--- config.mk ---
export PLATFORM = sky130hd
export DESIGN_NAME = keyword_token_lexer_unit
export DESIGN_NICKNAME = d
export VERILOG_FILES = /design/src/rtl/core/kwtl_pkg.sv /design/src/rtl/core/keyword_token_lexer_unit.sv /design/src/rtl/core/kwtl_scan.sv
export SDC_FILE = /design/constraint.sdc
export NUM_CORES = 1
export LEC_CHECK = 0
export ABC_AREA = 1
export BUFFER_PORTS_ARGS = -buffer_cell sky130_fd_sc_hd__buf_2
export CAP_MARGIN = 20
export CELL_PAD_IN_SITES_DETAIL_PLACEMENT = 1
export CELL_PAD_IN_SITES_GLOBAL_PLACEMENT = 1
export CORE_AREA = 8 8 238 240
export CTS_CLUSTER_DIAMETER = 50
export DETAILED_ROUTE_END_ITERATION = 8
export DIE_AREA = 0 0 246 248
export GPL_ROUTABILITY_DRIVEN = 0
export HOLD_SLACK_MARGIN = 0.1
export PLACE_DENSITY_LB_ADDON = 0.1
export SLEW_MARGIN = 30
export SYNTH_ARGS = -nofsm -noshare
export SYNTH_HDL_FRONTEND = slang
export SYNTH_HIERARCHICAL = 1
export SYNTH_SLANG_ARGS = --single-unit
--- constraint.sdc ---
create_clock -name clk -period 8.5 [get_ports clk]
set_input_delay 0.425 -clock clk [delete_from_list [all_inputs] [get_ports clk]]
set_output_delay 0.425 -clock clk [all_outputs]
set_load 0.005 [all_outputs]
--- src/rtl/core/kwtl_pkg.sv ---
// Types and constants of the keyword token lexer.
`timescale 1ns / 1ps

package kwtl_pkg;

  typedef enum logic [3:0] {
    TT_FUNC    = 4'd0,
    TT_RETURN  = 4'd1,
    TT_IF      = 4'd2,
    TT_ELSE    = 4'd3,
    TT_PRINT   = 4'd4,
    TT_IDENT   = 4'd5,
    TT_NUMBER  = 4'd6,
    TT_LBRACE  = 4'd7,
    TT_RBRACE  = 4'd8,
    TT_LPAREN  = 4'd9,
    TT_RPAREN  = 4'd10,
    TT_ASSIGN  = 4'd11,
    TT_PLUS    = 4'd12,
    TT_GREATER = 4'd13,
    TT_UNKNOWN = 4'd14,
    TT_END     = 4'd15
  } tok_type_t;

  typedef enum logic [2:0] {
    MODE_IDLE   = 3'b001,
    MODE_IDENT  = 3'b010,
    MODE_NUMBER = 3'b100
  } scan_mode_t;

  typedef struct packed {
    tok_type_t   kind;
    logic [15:0] start;
    logic [15:0] length;
    logic [7:0]  code;
    logic        last;
  } token_t;

  typedef struct packed {
    logic [1:0] count;
    token_t     tok0;
    token_t     tok1;
  } scan_out_t;

  // Keyword text, first character in the lowest byte.
  localparam logic [31:0] KW_FUNC   = 32'h636E_7566;
  localparam logic [47:0] KW_RETURN = 48'h6E72_7574_6572;
  localparam logic [15:0] KW_IF     = 16'h6669;
  localparam logic [31:0] KW_ELSE   = 32'h6573_6C65;
  localparam logic [39:0] KW_PRINT  = 40'h74_6E69_7270;

  localparam logic [7:0] CH_LBRACE     = 8'h7B;
  localparam logic [7:0] CH_RBRACE     = 8'h7D;
  localparam logic [7:0] CH_LPAREN     = 8'h28;
  localparam logic [7:0] CH_RPAREN     = 8'h29;
  localparam logic [7:0] CH_ASSIGN     = 8'h3D;
  localparam logic [7:0] CH_PLUS       = 8'h2B;
  localparam logic [7:0] CH_GREATER    = 8'h3E;
  localparam logic [7:0] CH_UNDERSCORE = 8'h5F;
  localparam logic [7:0] CH_SPACE      = 8'h20;

  localparam int TDATA_BITS = 48;

endpackage

--- src/rtl/core/keyword_token_lexer_unit.sv ---
// Top level of the keyword token lexer: byte stream in, token stream out.
//
// Input channel s_axis: one source byte per transfer in tdata; a transfer with
// tlast set marks end of text (its tdata is ignored), flushes any pending token,
// gives an end token and restarts positions at zero for the next text.
// Output channel m_axis: one token per transfer; tlast flags the last token
// caused by one input transfer.
// Throughput: one input byte per cycle while s_axis_tready is high. A byte
// gives zero, one or two tokens; the output side drains one token per cycle
// while m_axis_tready is high, so a byte that both ends a word or number and
// forms a token of its own queues two tokens. Tokens are registered into a
// four-entry output queue at the input transfer that ends them;
// s_axis_tready is high while at least two entries are free, so a stalled
// receiver backs up into the input once more than two tokens are queued.
// Held tokens stay stable. Reset (rst, synchronous) empties the queue and
// returns the scanner to idle at position zero.
`timescale 1ns / 1ps

module keyword_token_lexer_unit #(
  parameter int POSITION_BITS = 16,
  parameter int KEYWORD_CHARS = 6
) (
  input  logic        clk,
  input  logic        rst,
  input  logic        s_axis_tvalid,
  output logic        s_axis_tready,
  input  logic [7:0]  s_axis_tdata,   // [7:0] ch
  input  logic        s_axis_tlast,   // end_of_text
  output logic        m_axis_tvalid,
  input  logic        m_axis_tready,
  output logic [kwtl_pkg::TDATA_BITS-1:0] m_axis_tdata,
  // [3:0] token_type, [19:4] token_start, [35:20] token_length,
  // [43:36] token_char, [47:44] zero
  output logic        m_axis_tlast    // last
);

  localparam int QDEPTH = 4;

  kwtl_pkg::scan_out_t scan_res;
  kwtl_pkg::token_t    queue [QDEPTH];
  logic [1:0]          head, tail;
  logic [2:0]          count;
  logic                accept, pop;
  kwtl_pkg::token_t    head_tok;

  assign s_axis_tready = count <= 3'd2;
  assign accept        = s_axis_tvalid && s_axis_tready;
  assign m_axis_tvalid = count != 3'd0;
  assign pop           = m_axis_tvalid && m_axis_tready;

  kwtl_scan #(
    .POSITION_BITS(POSITION_BITS),
    .KEYWORD_CHARS(KEYWORD_CHARS)
  ) u_scan (
    .clk         (clk),
    .rst         (rst),
    .accept      (accept),
    .ch          (s_axis_tdata),
    .end_of_text (s_axis_tlast),
    .result      (scan_res)
  );

  always_ff @(posedge clk) begin
    if (accept) begin
      if (scan_res.count != 2'd0) begin
        queue[tail] <= scan_res.tok0;
      end
      if (scan_res.count == 2'd2) begin
        queue[tail + 2'd1] <= scan_res.tok1;
      end
    end
  end

  always_ff @(posedge clk) begin
    if (rst) begin
      head  <= '0;
      tail  <= '0;
      count <= '0;
    end else begin
      if (accept) begin
        tail <= tail + scan_res.count;
      end
      if (pop) begin
        head <= head + 2'd1;
      end
      count <= count + (accept ? {1'b0, scan_res.count} : 3'd0) - {2'b0, pop};
    end
  end

  assign head_tok     = queue[head];
  assign m_axis_tdata = {4'b0, head_tok.code, head_tok.length, head_tok.start, head_tok.kind};
  assign m_axis_tlast = head_tok.last;

endmodule

--- src/rtl/core/kwtl_scan.sv ---
// Scanner state and per-byte token decisions of the keyword token lexer.
`timescale 1ns / 1ps

module kwtl_scan #(
  parameter int POSITION_BITS = 16,
  parameter int KEYWORD_CHARS = 6
) (
  input  logic                clk,
  input  logic                rst,
  input  logic                accept,
  input  logic [7:0]          ch,
  input  logic                end_of_text,
  output kwtl_pkg::scan_out_t result
);

  localparam int PREFIX_BITS = 8 * KEYWORD_CHARS;

  kwtl_pkg::scan_mode_t     mode, mode_next;
  logic [POSITION_BITS-1:0] position, position_next;
  logic [POSITION_BITS-1:0] start_position, start_position_next;
  logic [POSITION_BITS-1:0] run_length, run_length_next;
  logic [PREFIX_BITS-1:0]   prefix_chars, prefix_chars_next;

  logic                 is_alpha, is_digit, is_space, is_under;
  logic                 has_pend, new_valid;
  kwtl_pkg::tok_type_t  ident_kind, single_kind;
  kwtl_pkg::token_t     pend_tok, new_tok, end_tok;

  function automatic logic [15:0] sat16(input logic [POSITION_BITS-1:0] v);
    logic [31:0] ext;
    ext = 32'(v);
    return (|ext[31:16]) ? 16'hFFFF : ext[15:0];
  endfunction

  function automatic logic [POSITION_BITS-1:0] sat_inc(input logic [POSITION_BITS-1:0] v);
    return (&v) ? v : v + POSITION_BITS'(1);
  endfunction

  assign is_alpha = (ch >= 8'h41 && ch <= 8'h5A) || (ch >= 8'h61 && ch <= 8'h7A);
  assign is_digit = ch >= 8'h30 && ch <= 8'h39;
  assign is_space = ch == kwtl_pkg::CH_SPACE || (ch >= 8'd9 && ch <= 8'd13);
  assign is_under = ch == kwtl_pkg::CH_UNDERSCORE;

  always_comb begin
    ident_kind = kwtl_pkg::TT_IDENT;
    if (run_length == POSITION_BITS'(4) && prefix_chars[31:0] == kwtl_pkg::KW_FUNC) begin
      ident_kind = kwtl_pkg::TT_FUNC;
    end else if (run_length == POSITION_BITS'(6) &&
                 prefix_chars[47:0] == kwtl_pkg::KW_RETURN) begin
      ident_kind = kwtl_pkg::TT_RETURN;
    end else if (run_length == POSITION_BITS'(2) &&
                 prefix_chars[15:0] == kwtl_pkg::KW_IF) begin
      ident_kind = kwtl_pkg::TT_IF;
    end else if (run_length == POSITION_BITS'(4) &&
                 prefix_chars[31:0] == kwtl_pkg::KW_ELSE) begin
      ident_kind = kwtl_pkg::TT_ELSE;
    end else if (run_length == POSITION_BITS'(5) &&
                 prefix_chars[39:0] == kwtl_pkg::KW_PRINT) begin
      ident_kind = kwtl_pkg::TT_PRINT;
    end
  end

  always_comb begin
    case (ch)
      kwtl_pkg::CH_LBRACE:  single_kind = kwtl_pkg::TT_LBRACE;
      kwtl_pkg::CH_RBRACE:  single_kind = kwtl_pkg::TT_RBRACE;
      kwtl_pkg::CH_LPAREN:  single_kind = kwtl_pkg::TT_LPAREN;
      kwtl_pkg::CH_RPAREN:  single_kind = kwtl_pkg::TT_RPAREN;
      kwtl_pkg::CH_ASSIGN:  single_kind = kwtl_pkg::TT_ASSIGN;
      kwtl_pkg::CH_PLUS:    single_kind = kwtl_pkg::TT_PLUS;
      kwtl_pkg::CH_GREATER: single_kind = kwtl_pkg::TT_GREATER;
      default:              single_kind = kwtl_pkg::TT_UNKNOWN;
    endcase
  end

  always_comb begin
    has_pend  = mode != kwtl_pkg::MODE_IDLE;
    new_valid = !(is_space || is_alpha || is_digit);

    pend_tok.kind   = (mode == kwtl_pkg::MODE_IDENT) ? ident_kind : kwtl_pkg::TT_NUMBER;
    pend_tok.start  = sat16(start_position);
    pend_tok.length = sat16(run_length);
    pend_tok.code   = 8'd0;
    pend_tok.last   = end_of_text ? 1'b0 : !new_valid;

    new_tok.kind    = single_kind;
    new_tok.start   = sat16(position);
    new_tok.length  = 16'd1;
    new_tok.code    = ch;
    new_tok.last    = 1'b1;

    end_tok.kind    = kwtl_pkg::TT_END;
    end_tok.start   = sat16(position);
    end_tok.length  = 16'd0;
    end_tok.code    = 8'd0;
    end_tok.last    = 1'b1;
  end

  always_comb begin
    mode_next           = mode;
    position_next       = position;
    start_position_next = start_position;
    run_length_next     = run_length;
    prefix_chars_next   = prefix_chars;
    result              = '0;

    if (end_of_text) begin
      if (has_pend) begin
        result.tok0  = pend_tok;
        result.tok1  = end_tok;
        result.count = 2'd2;
      end else begin
        result.tok0  = end_tok;
        result.count = 2'd1;
      end
      mode_next           = kwtl_pkg::MODE_IDLE;
      position_next       = '0;
      start_position_next = '0;
      run_length_next     = '0;
      prefix_chars_next   = '0;
    end else if ((mode == kwtl_pkg::MODE_IDENT && (is_alpha || is_digit || is_under)) ||
                 (mode == kwtl_pkg::MODE_NUMBER && is_digit)) begin
      for (int i = 0; i < KEYWORD_CHARS; i++) begin
        if (run_length == POSITION_BITS'(i)) begin
          prefix_chars_next[8*i +: 8] = ch;
        end
      end
      run_length_next = sat_inc(run_length);
      position_next   = sat_inc(position);
    end else begin
      if (has_pend) begin
        result.tok0  = pend_tok;
        result.tok1  = new_tok;
        result.count = new_valid ? 2'd2 : 2'd1;
      end else begin
        result.tok0  = new_tok;
        result.count = {1'b0, new_valid};
      end
      mode_next         = kwtl_pkg::MODE_IDLE;
      run_length_next   = '0;
      prefix_chars_next = '0;
      position_next     = sat_inc(position);
      if (is_alpha || is_digit) begin
        mode_next           = is_alpha ? kwtl_pkg::MODE_IDENT : kwtl_pkg::MODE_NUMBER;
        start_position_next = position;
        run_length_next     = POSITION_BITS'(1);
        prefix_chars_next   = PREFIX_BITS'(ch);
      end
    end
  end

  always_ff @(posedge clk) begin
    if (rst) begin
      mode           <= kwtl_pkg::MODE_IDLE;
      position       <= '0;
      start_position <= '0;
      run_length     <= '0;
      prefix_chars   <= '0;
    end else if (accept) begin
      mode           <= mode_next;
      position       <= position_next;
      start_position <= start_position_next;
      run_length     <= run_length_next;
      prefix_chars   <= prefix_chars_next;
    end
  end

endmodule

* After elaboration in Yosys (flattened, before gate mapping)
Memory sizes are Yosys's and may differ from the RTL's. A register that Yosys moved wholly into a read port is not among the register bits.
Cells that the tools add are included.
** Storage, ports and cells
- Flip-flop bits (word level) :: 106
- Bits in latches :: 0
- Memory bits (writable) :: 180
- ROM bits :: 0
- Input port bits :: 13
- Output and inout port bits :: 51
- Logic and storage cells :: 146
- Memories kept :: 1
** Operators by class
- $add $sub $neg :: 7
- Multipliers :: 0
- Div/mod/pow operators :: 0
- $lt $le $gt $ge :: 9
- Eq/ne operators :: 33
- Shift-type cells :: 0
- Multiplexer cells :: 46
- Bitwise operators :: 0
- Reduce and logical (&&, ||, !) cells :: 37
** Memory list
- queue :: depth 4, width 45, rd ports 1, clocked after Yosys merged registers in 1, write ports 2, line keyword_token_lexer_unit.sv:40 : kwtl_pkg::token_t queue [QDEPTH];
** Operators with widths (count)
- two-way mux 92 bit :: 2
- two-way mux 16 bit :: 8
- two-way mux 48 bit :: 2
- two-way mux 47 bit :: 2
- two-way mux 45 bit :: 2
- equality test 32 x 31 -> 1 bit, second input constant :: 2
- two-way mux 8 bit :: 7
- equality test 16 x 3 -> 1 bit, second input constant :: 3
- equality test 48 x 47 -> 1 bit, second input constant :: 1
- equality test 8 x 6 -> 1 bit, second input constant :: 6
- equality test 40 x 39 -> 1 bit, second input constant :: 1
- adder 16 x 1 -> 16 bit, second input constant :: 2
- equality test 16 x 2 -> 1 bit, second input constant :: 2
- AND reduction 16 bit :: 2
- case mux 4 bit (7 select lines) :: 1
- equality test 8 x 7 -> 1 bit, second input constant :: 3
- two-way mux 4 bit :: 5
- AND reduction 2 bit :: 9
- equality test 16 x 1 -> 1 bit, second input constant :: 1
- equality test 16 x 15 -> 1 bit, second input constant :: 1
- >= comparator 8 x 7 -> 1 bit, second input constant :: 2
- less-or-equal comparator 8 x 7 -> 1 bit, second input constant :: 2
- zero test 16 bit :: 1
- logical AND 1 bit :: 13
- 24 further kinds :: 52

* Longest topological paths before layout
Gate-level depths: netlist (run 1).
- Depth in word-level cells :: 15
- Depth in mapped cells :: 22
- Gate-level depth less buffers :: 21

* Modules after synthesis
The synthesis (run 1) kept the hierarchy.
** Modules (own cells, without submodules)
- keyword_token_lexer_unit :: times used 1, cells an instance 963, area an instance 9147.5 µm², sequential area each 5585.4 µm²
- kwtl_scan :: times used 1, cells an instance 1048, area an instance 6521.3 µm², sequential area each 1981.9 µm²

* Worst setup path after synthesis (run 1)
Ideal clock, no wire load.
- Path type :: input-to-reg
- Start point :: input s_axis_tdata[3]
- End point :: memory queue[0][0] in the netlist's numbering, enable pin
- Library setup time :: 0.403 ns
- Arrival time :: 3.494 ns
- Slack :: 4.603 ns
- Cell stages on the path :: 17
- Cell sequence :: buf_4 > nor2_2 > nand2_1 > nand2_1 > nand2_1 > nand2_2 > nand3_2 > nand2_4 > nand2_4 > buf_12 > buf_12 > o21ai_0 > inv_2 > nor2_4 > nand4_4 > clkbuf_1 > nand2_1
** RTL lines
- start: declaration :: line keyword_token_lexer_unit.sv:27 : input logic [7:0] s_axis_tdata,
- end: declaration :: line keyword_token_lexer_unit.sv:40

==> qor.csv, run 1 <==
metric,value,unit
outcome,"finished, final reports clean",
Combinational Power Share,24.2,%
share of layout cells above drive strength 1,10.46,%
final net count,2043,
die height,248,um
synth top area cells,"edfxtp_1 34%, dfxtp_1 14%, nand2_1 10%",
leakage,0.006583,uW
synth cell count leaders,"436 x nand2_1, 300 x nor2_1, 213 x o21ai_0",
crit-path max cell delay,0.62,ns
largest net degree at the start of global routing,92,
H-Tree Level Count,2,
"Setup Fix Bufs, Post-CTS",0,
First-pass DRT Iterations,5,
grt ovf,0,
cell taking the most area after synthesis,edfxtp_1,
fmax,0.2617,GHz
WP data required,8.70,ns
vias in the first global route,13700,
Worst Setup Path Type,flip-flop to flip-flop,
PortBufs,59,
Mean Syn Cell Area,7.792,um2
Max Slew Vio Count,0,
CTS sink cnt,288,
Setup Viol. Count Final,0,
clock buffer depth,3,
pwr/cell area,274.6,nW/um2
register area,7569,um2
synthesized instance count,2011,
Starting Density,29.52,%
# IOs,64,
clock power share,39.9,%
CTS buffer count,46,
most numerous cell in the Yosys netlist,nand2_1,
min-delay worst type,input pin to flip-flop,
Top delay family on crit path,simple AND/OR/NAND/NOR gates,
DRT iter0 DRCs,629,
Least-Margin Pin Slew,0.9630,ns
Worst Path Buf+Inv,4,
"Max stage delay cell, worst path",buf_4,
register area share after synthesis,48.30,%
Post-synth EDFFs,180,
first-pass GRT wire length,81.03,mm
"Top FF cell, synth",edfxtp_1,
Yosys warnings,6,
synthesis-stage register bit count,288,
post-route ant nets,0,
switching share of power,32.95,%
RSZ-0062 raised after global routing,false,
CP endpoint kind,flip-flop,
Die ar.,61010,um2
Worst slew margin,35.31,%
DR WL/cell,18.77,um
drc violations,0,
TritonCTS clock tree,built,
fill cell count,6336,
Core Region,53070,um2
Tmin final,3.822,ns
initial antenna violation count,2,
Layout area overhead,14.68,%
Flop pwr share,36.0,%
post-synthesis cell type count,47,
Fin. Hold Viols,0,
root buf cell,clkbuf_16,
Via Count,13440,
worst-path fanout max,48,
crit path cell chain,inv_1 -> nand3_1 -> inv_1 -> nand2_4 -> nand2_4 -> o21ai_0 -> inv_2 -> nor2_4 -> nand4_4 -> nand2_2 -> buf_4,
gr usage total,16.87,%
Worst EP arrival,4.02,ns
post-DR vias/cell,4.880,
area share of the leading cell type in the synthesized netlist,34.50,%
switching power,1626,uW
hold_buf cts,0,
Async SR Flop Fraction,0,%
maximum vdd drop,0.0001456,V
MaxCap Viol Count,0,
Multi-input gate area,6822,um2
Synth Cell Area,15670,um2
clock skew,0.02292,ns
width of the die,246,um
"Gates resized, CTS repair",0,
period utilisation layout,44.96,%
element type at the critical path start,flip-flop,
total negative slack,0,ns
total wire length,51.68,mm
Clock transition at path regs,0.05,ns
Site Rows,85,
Final HPWL DP,33.75,mm
Worst-Skew Late Latency,0.57,ns
Design Power,4935,uW
Internal,3309,uW
[cells by family after synthesis]
family | Yosys count | share of synthesized area, %
compound gates | 433 | 14.70
xor+xnor | 14 | 0.7826
buf+inv | 309 | 8.672
fa+ha+maj | 11 | 0.9263
simple gates | 954 | 26.58
flops | 288 | 48.30
other cells | 2 | 0.04793
[worst paths after layout]
path	from	end	slack, ns	cells after the start
worst max-delay path	u_scan/mode[2]	queue[3][26]	4.68	11
worst min-delay path	m_axis_tready	head[1]	0.21	4
worst max register to register	u_scan/mode[2]	queue[3][26]	4.68	11
worst min register to register	u_scan/prefix_chars[7]	u_scan/prefix_chars[7]	0.44	2
[per-stage QoR]
step                std cells  worst slack, ns  util [%]  instance area (um2)  hold WS [ns]
finish                   2753            4.678     33.86                17970        0.2147
CTS                      2751            4.594     33.79                17930        0.1759
global placement         2666            4.310     30.78                16340        0.4251
global route             2752            4.344     33.86                17970        0.2445
detailed placement       2666            4.216     30.78                16340        0.4314
floorplan                2028            4.603         -                15730        0.4166
[cell type report]
| class | instances | area share, % |
|---|---|---|
| Multi-Input combinational cell | 1431 | 37.96 |
| Clock inverter | 31 | 2.075 |
| Antenna cell | 1 | 0.01393 |
| Inverter | 176 | 3.676 |
| Sequential cell | 288 | 42.12 |
| Timing Repair Buffer | 76 | 2.507 |
| Clock buffer | 54 | 6.803 |
| Tap cell | 696 | 4.846 |
[routing by layer]
metal / part of all wire [%] / global-route usage, %
met5: 0.025 / 0
met4: 1.8 / 4.408
met3: 3.9 / 2.776
met2: 47 / 28.02
met1: 48 / 22.57
[sequential cells by signal (all words and copies together), names as in the netlist, 3 cells and up, named ones only]
| signal | count |
|---|---|
| count | 3 |
| u_scan/mode | 3 |
| u_scan/run_length | 16 |
| u_scan/start_position | 16 |
| queue | 180 |
| u_scan/position | 16 |
| u_scan/prefix_chars | 48 |
[worst register-to-register path, stage by stage (launching register included)]
cell and delay [ns]:
dfxtp_1 0.36, inv_1 0.07, nand3_1 0.19, inv_1 0.12
nand2_4 0.11, nand2_4 0.27, o21ai_0 0.53, inv_2 0.10
nor2_4 0.24, nand4_4 0.59, nand2_2 0.24, buf_4 0.62
[cells in the final DEF (no fill, tap or decap), drive strengths merged, types with 10 or more instances in the layout]
cell | netlist | layout
nand4 | 40 | 40
edfxtp | 180 | 180
clkbuf | 60 | 54
inv | 174 | 181
ha | 10 | 10
buf | 73 | 76
nor2 | 314 | 314
o22ai | 47 | 47
clkinv | 2 | 15
o21ai | 291 | 291
conb | 2 | 19
nand2 | 450 | 450
nand3 | 101 | 101
a21oi | 85 | 85
xor2 | 13 | 13
dfxtp | 108 | 108
nor3 | 37 | 37
[power groups by stage]
stage          Sequential, uW  Clock (uW)  Combinational (uW)
6_report                 1770        1970                1190
5_1_grt                  1790        2080                1350
4_1_cts                  1780        2030                1220
3_5_place_dp             1800           0                1220
3_3_place_gp             1800           0                1180
2_1_floorplan            1780           0                 793
Note: power is estimated with default switching activity, not from simulation.
==> inputs of run 2 (changes only) <==
Clock period 8.5 ns to 3.17 ns, I/O delays scaled along.
==> qor.csv, run 2 (synthesis gave the netlist of run 1 again) <==
metric,value,unit,change
share of layout cells above drive strength 1,11.61,%,was 10.46%
TritonCTS clock tree,built,,unchanged
crit-path max cell delay,0.53,ns,was 0.62 ns
initial antenna violation count,0,,was 2
total negative slack,0,ns,unchanged
fill cell count,6322,,was 6336
Die ar.,61010,um2,unchanged
MaxCap Viol Count,0,,unchanged
width of the die,246,um,unchanged
Fin. Hold Viols,0,,unchanged
placed cell area,16840,um2,was 16340 um2
max FFs per register,180,,unchanged
final net count,2082,,was 2043
worst-path fanout max,45,,was 48
Site Rows,85,,unchanged
DRT iter0 DRCs,542,,was 629
Worst slew margin,54.11,%,was 35.31%
"commonest non-fill, non-tap cell in the layout",nand2_1,,unchanged
"non-filler cells, final",2789,,was 2753
min-delay worst type,input pin to flip-flop,,unchanged
Layout area overhead,17.54,%,was 14.68%
Final HPWL DP,34.92,mm,was 33.75 mm
grt ovf,0,,unchanged
CTS buffer count,44,,was 46
total wire length,53.32,mm,was 51.68 mm
period utilisation layout,90.49,%,
most frequent cells in the layout,"432 x nand2_1, 300 x nor2_1, 213 x o21ai_0",,unchanged
Setup Viol. Count Final,0,,unchanged
register area,7569,um2,unchanged
DR WL/cell,19.12,um,was 18.77 um
Worst-Skew Late Latency,0.58,ns,was 0.57 ns
gr usage total,17.51,%,was 16.87%
"Design Area, Final",18420,um2,was 17970 um2
root buf cell,clkbuf_16,,unchanged
most frequent CP cell,nand2_1,,
element type at the critical path start,input pin,,was flip-flop
clock buffer depth,3,,unchanged
"Setup Fix Bufs, Post-CTS",0,,unchanged
outcome,"finished, final reports clean",,unchanged
"Gates resized, CTS repair",0,,unchanged
pwr/cell area,713.4,nW/um2,was 274.6 nW/um2
biggest regs,"queue: 180 flops, u_scan/prefix_chars: 48 flops",,unchanged
post-route ant nets,0,,unchanged
leakage,0.006806,uW,was 0.006583 uW
fmax,0.3486,GHz,
Hold Crit Start,s_axis_tdata[1],,was m_axis_tready
Worst Setup Path Type,input pin to flip-flop,,was flip-flop to flip-flop
CTS sink cnt,288,,unchanged
vias in the first global route,14190,,was 13700
DP Cell Count,2701,,was 2666
Clock transition at path regs,0.05,ns,about the same
Max Slew Vio Count,0,,unchanged
Starting Density,29.52,%,unchanged
maximum vdd drop,0.0003373,V,was 0.0001456 V
"Max stage delay cell, worst path",dlygate4sd3_1,,was buf_4
Least-Margin Pin Slew,0.6883,ns,was 0.9630 ns
PortBufs,59,,unchanged
RR Startpoint,u_scan/mode[1],,was u_scan/mode[2]
first-pass GRT wire length,83.52,mm,was 81.03 mm
Via Count,13630,,was 13440
clock skew,0.03881,ns,was 0.02292 ns
H-Tree Level Count,2,,unchanged
die height,248,um,unchanged
CP endpoint kind,flip-flop,,unchanged
First-pass DRT Iterations,5,,unchanged
crit path cell chain,dlygate4sd3_1 -> buf_2 -> inv_1 -> nand4_1 -> a211oi_1 -> a31oi_1 -> nand2_1 -> inv_1 -> ha_1 -> nand2_1 -> o22ai_1 -> buf_4 -> nor2_1 -> nor2_1 -> nand2_1 -> nand2_2 -> buf_12,,was inv_1 -> nand3_1 -> inv_1 -> nand2_4 -> nand2_4 -> o21ai_0 -> inv_2 -> nor2_4 -> nand4_4 -> nand2_2 -> buf_4
largest net degree at the start of global routing,91,,was 92
Worst EP arrival,3.11,ns,was 4.02 ns
RSZ-0062 raised after global routing,false,,unchanged
drc violations,0,,unchanged
antenna cells,0,,was 1
Critical Path Source,s_axis_tdata[4],,was u_scan/mode[2]
# IOs,64,,unchanged
Multi-input gate area,6827,um2,was 6822 um2
Core Region,53070,um2,unchanged
Tmin final,2.869,ns,
largest reg by FF count,queue,,unchanged
WP data required,3.41,ns,was 8.70 ns
post-DR vias/cell,4.888,,was 4.880
## run 2: area by class of cell
class / instances / share of cell area, %
clock buffer: 55 / 6.372
clock inverter: 26 / 1.800
inverter: 176 / 3.587
multi-input combinational: 1431 / 37.07
sequential: 288 / 41.09
tap: 696 / 4.728
timing repair buffer: 117 / 5.353
## run 2: worst paths after layout
| check | endpoint | slack, ns | cells after the start |
|---|---|---|---|
| setup / recovery | queue[1][33] | 0.30 | 17 |
| hold / removal | u_scan/prefix_chars[5] | 0.28 | 8 |
| setup reg to reg | queue[1][33] | 0.62 | 11 |
| hold reg to reg | u_scan/prefix_chars[7] | 0.44 | 2 |
## run 2: metal layers
layer	share of wire (%)	global-route usage (%)	vias to the layer above	routed length, um
met5	0	0	-	0
met4	1.6	4.199	0	829
met3	3.1	2.184	51	1672
met2	48	30.20	177	25500
met1	47	23.09	6609	25320
li1	-	-	6795	-
## run 2: stage by stage
step | utilization [%] | power, uW | worst slack, ns | hold slack, ns
after global routing | 34.70 | 13920 | 0.1197 | 0.3374
after floorplan | - | 6890 | 0.009549 | 0.2252
after detailed placement | 31.74 | 8293 | 0.2303 | 0.4288
after global placement | 31.74 | 8218 | 0.3234 | 0.4232
after CTS | 34.70 | 13390 | 0.3853 | 0.2402
final | 34.70 | 13140 | 0.3014 | 0.2789
## run 2: repair_timing
item,in CTS,in global routing
endpoints found under the setup margin,0,0
hold buffers,7,0
endpoints found under the hold margin,16,0
## run 2: where the power goes
part	total, uW	switching [uW]	internal [uW]
sequential	4760	222	4530
combinational	3380	2270	1110
clock	5000	1920	3090
total	13100	4410	8730
## run 2: critical path: cells and delay by family
family | cells | cell delay (ns)
buffers and inverters | 6 | 1.34
adder cells (fa/ha/maj) | 1 | 0.27
AO/OA/AOI/OAI | 3 | 0.51
AND/OR/NAND/NOR | 7 | 0.77
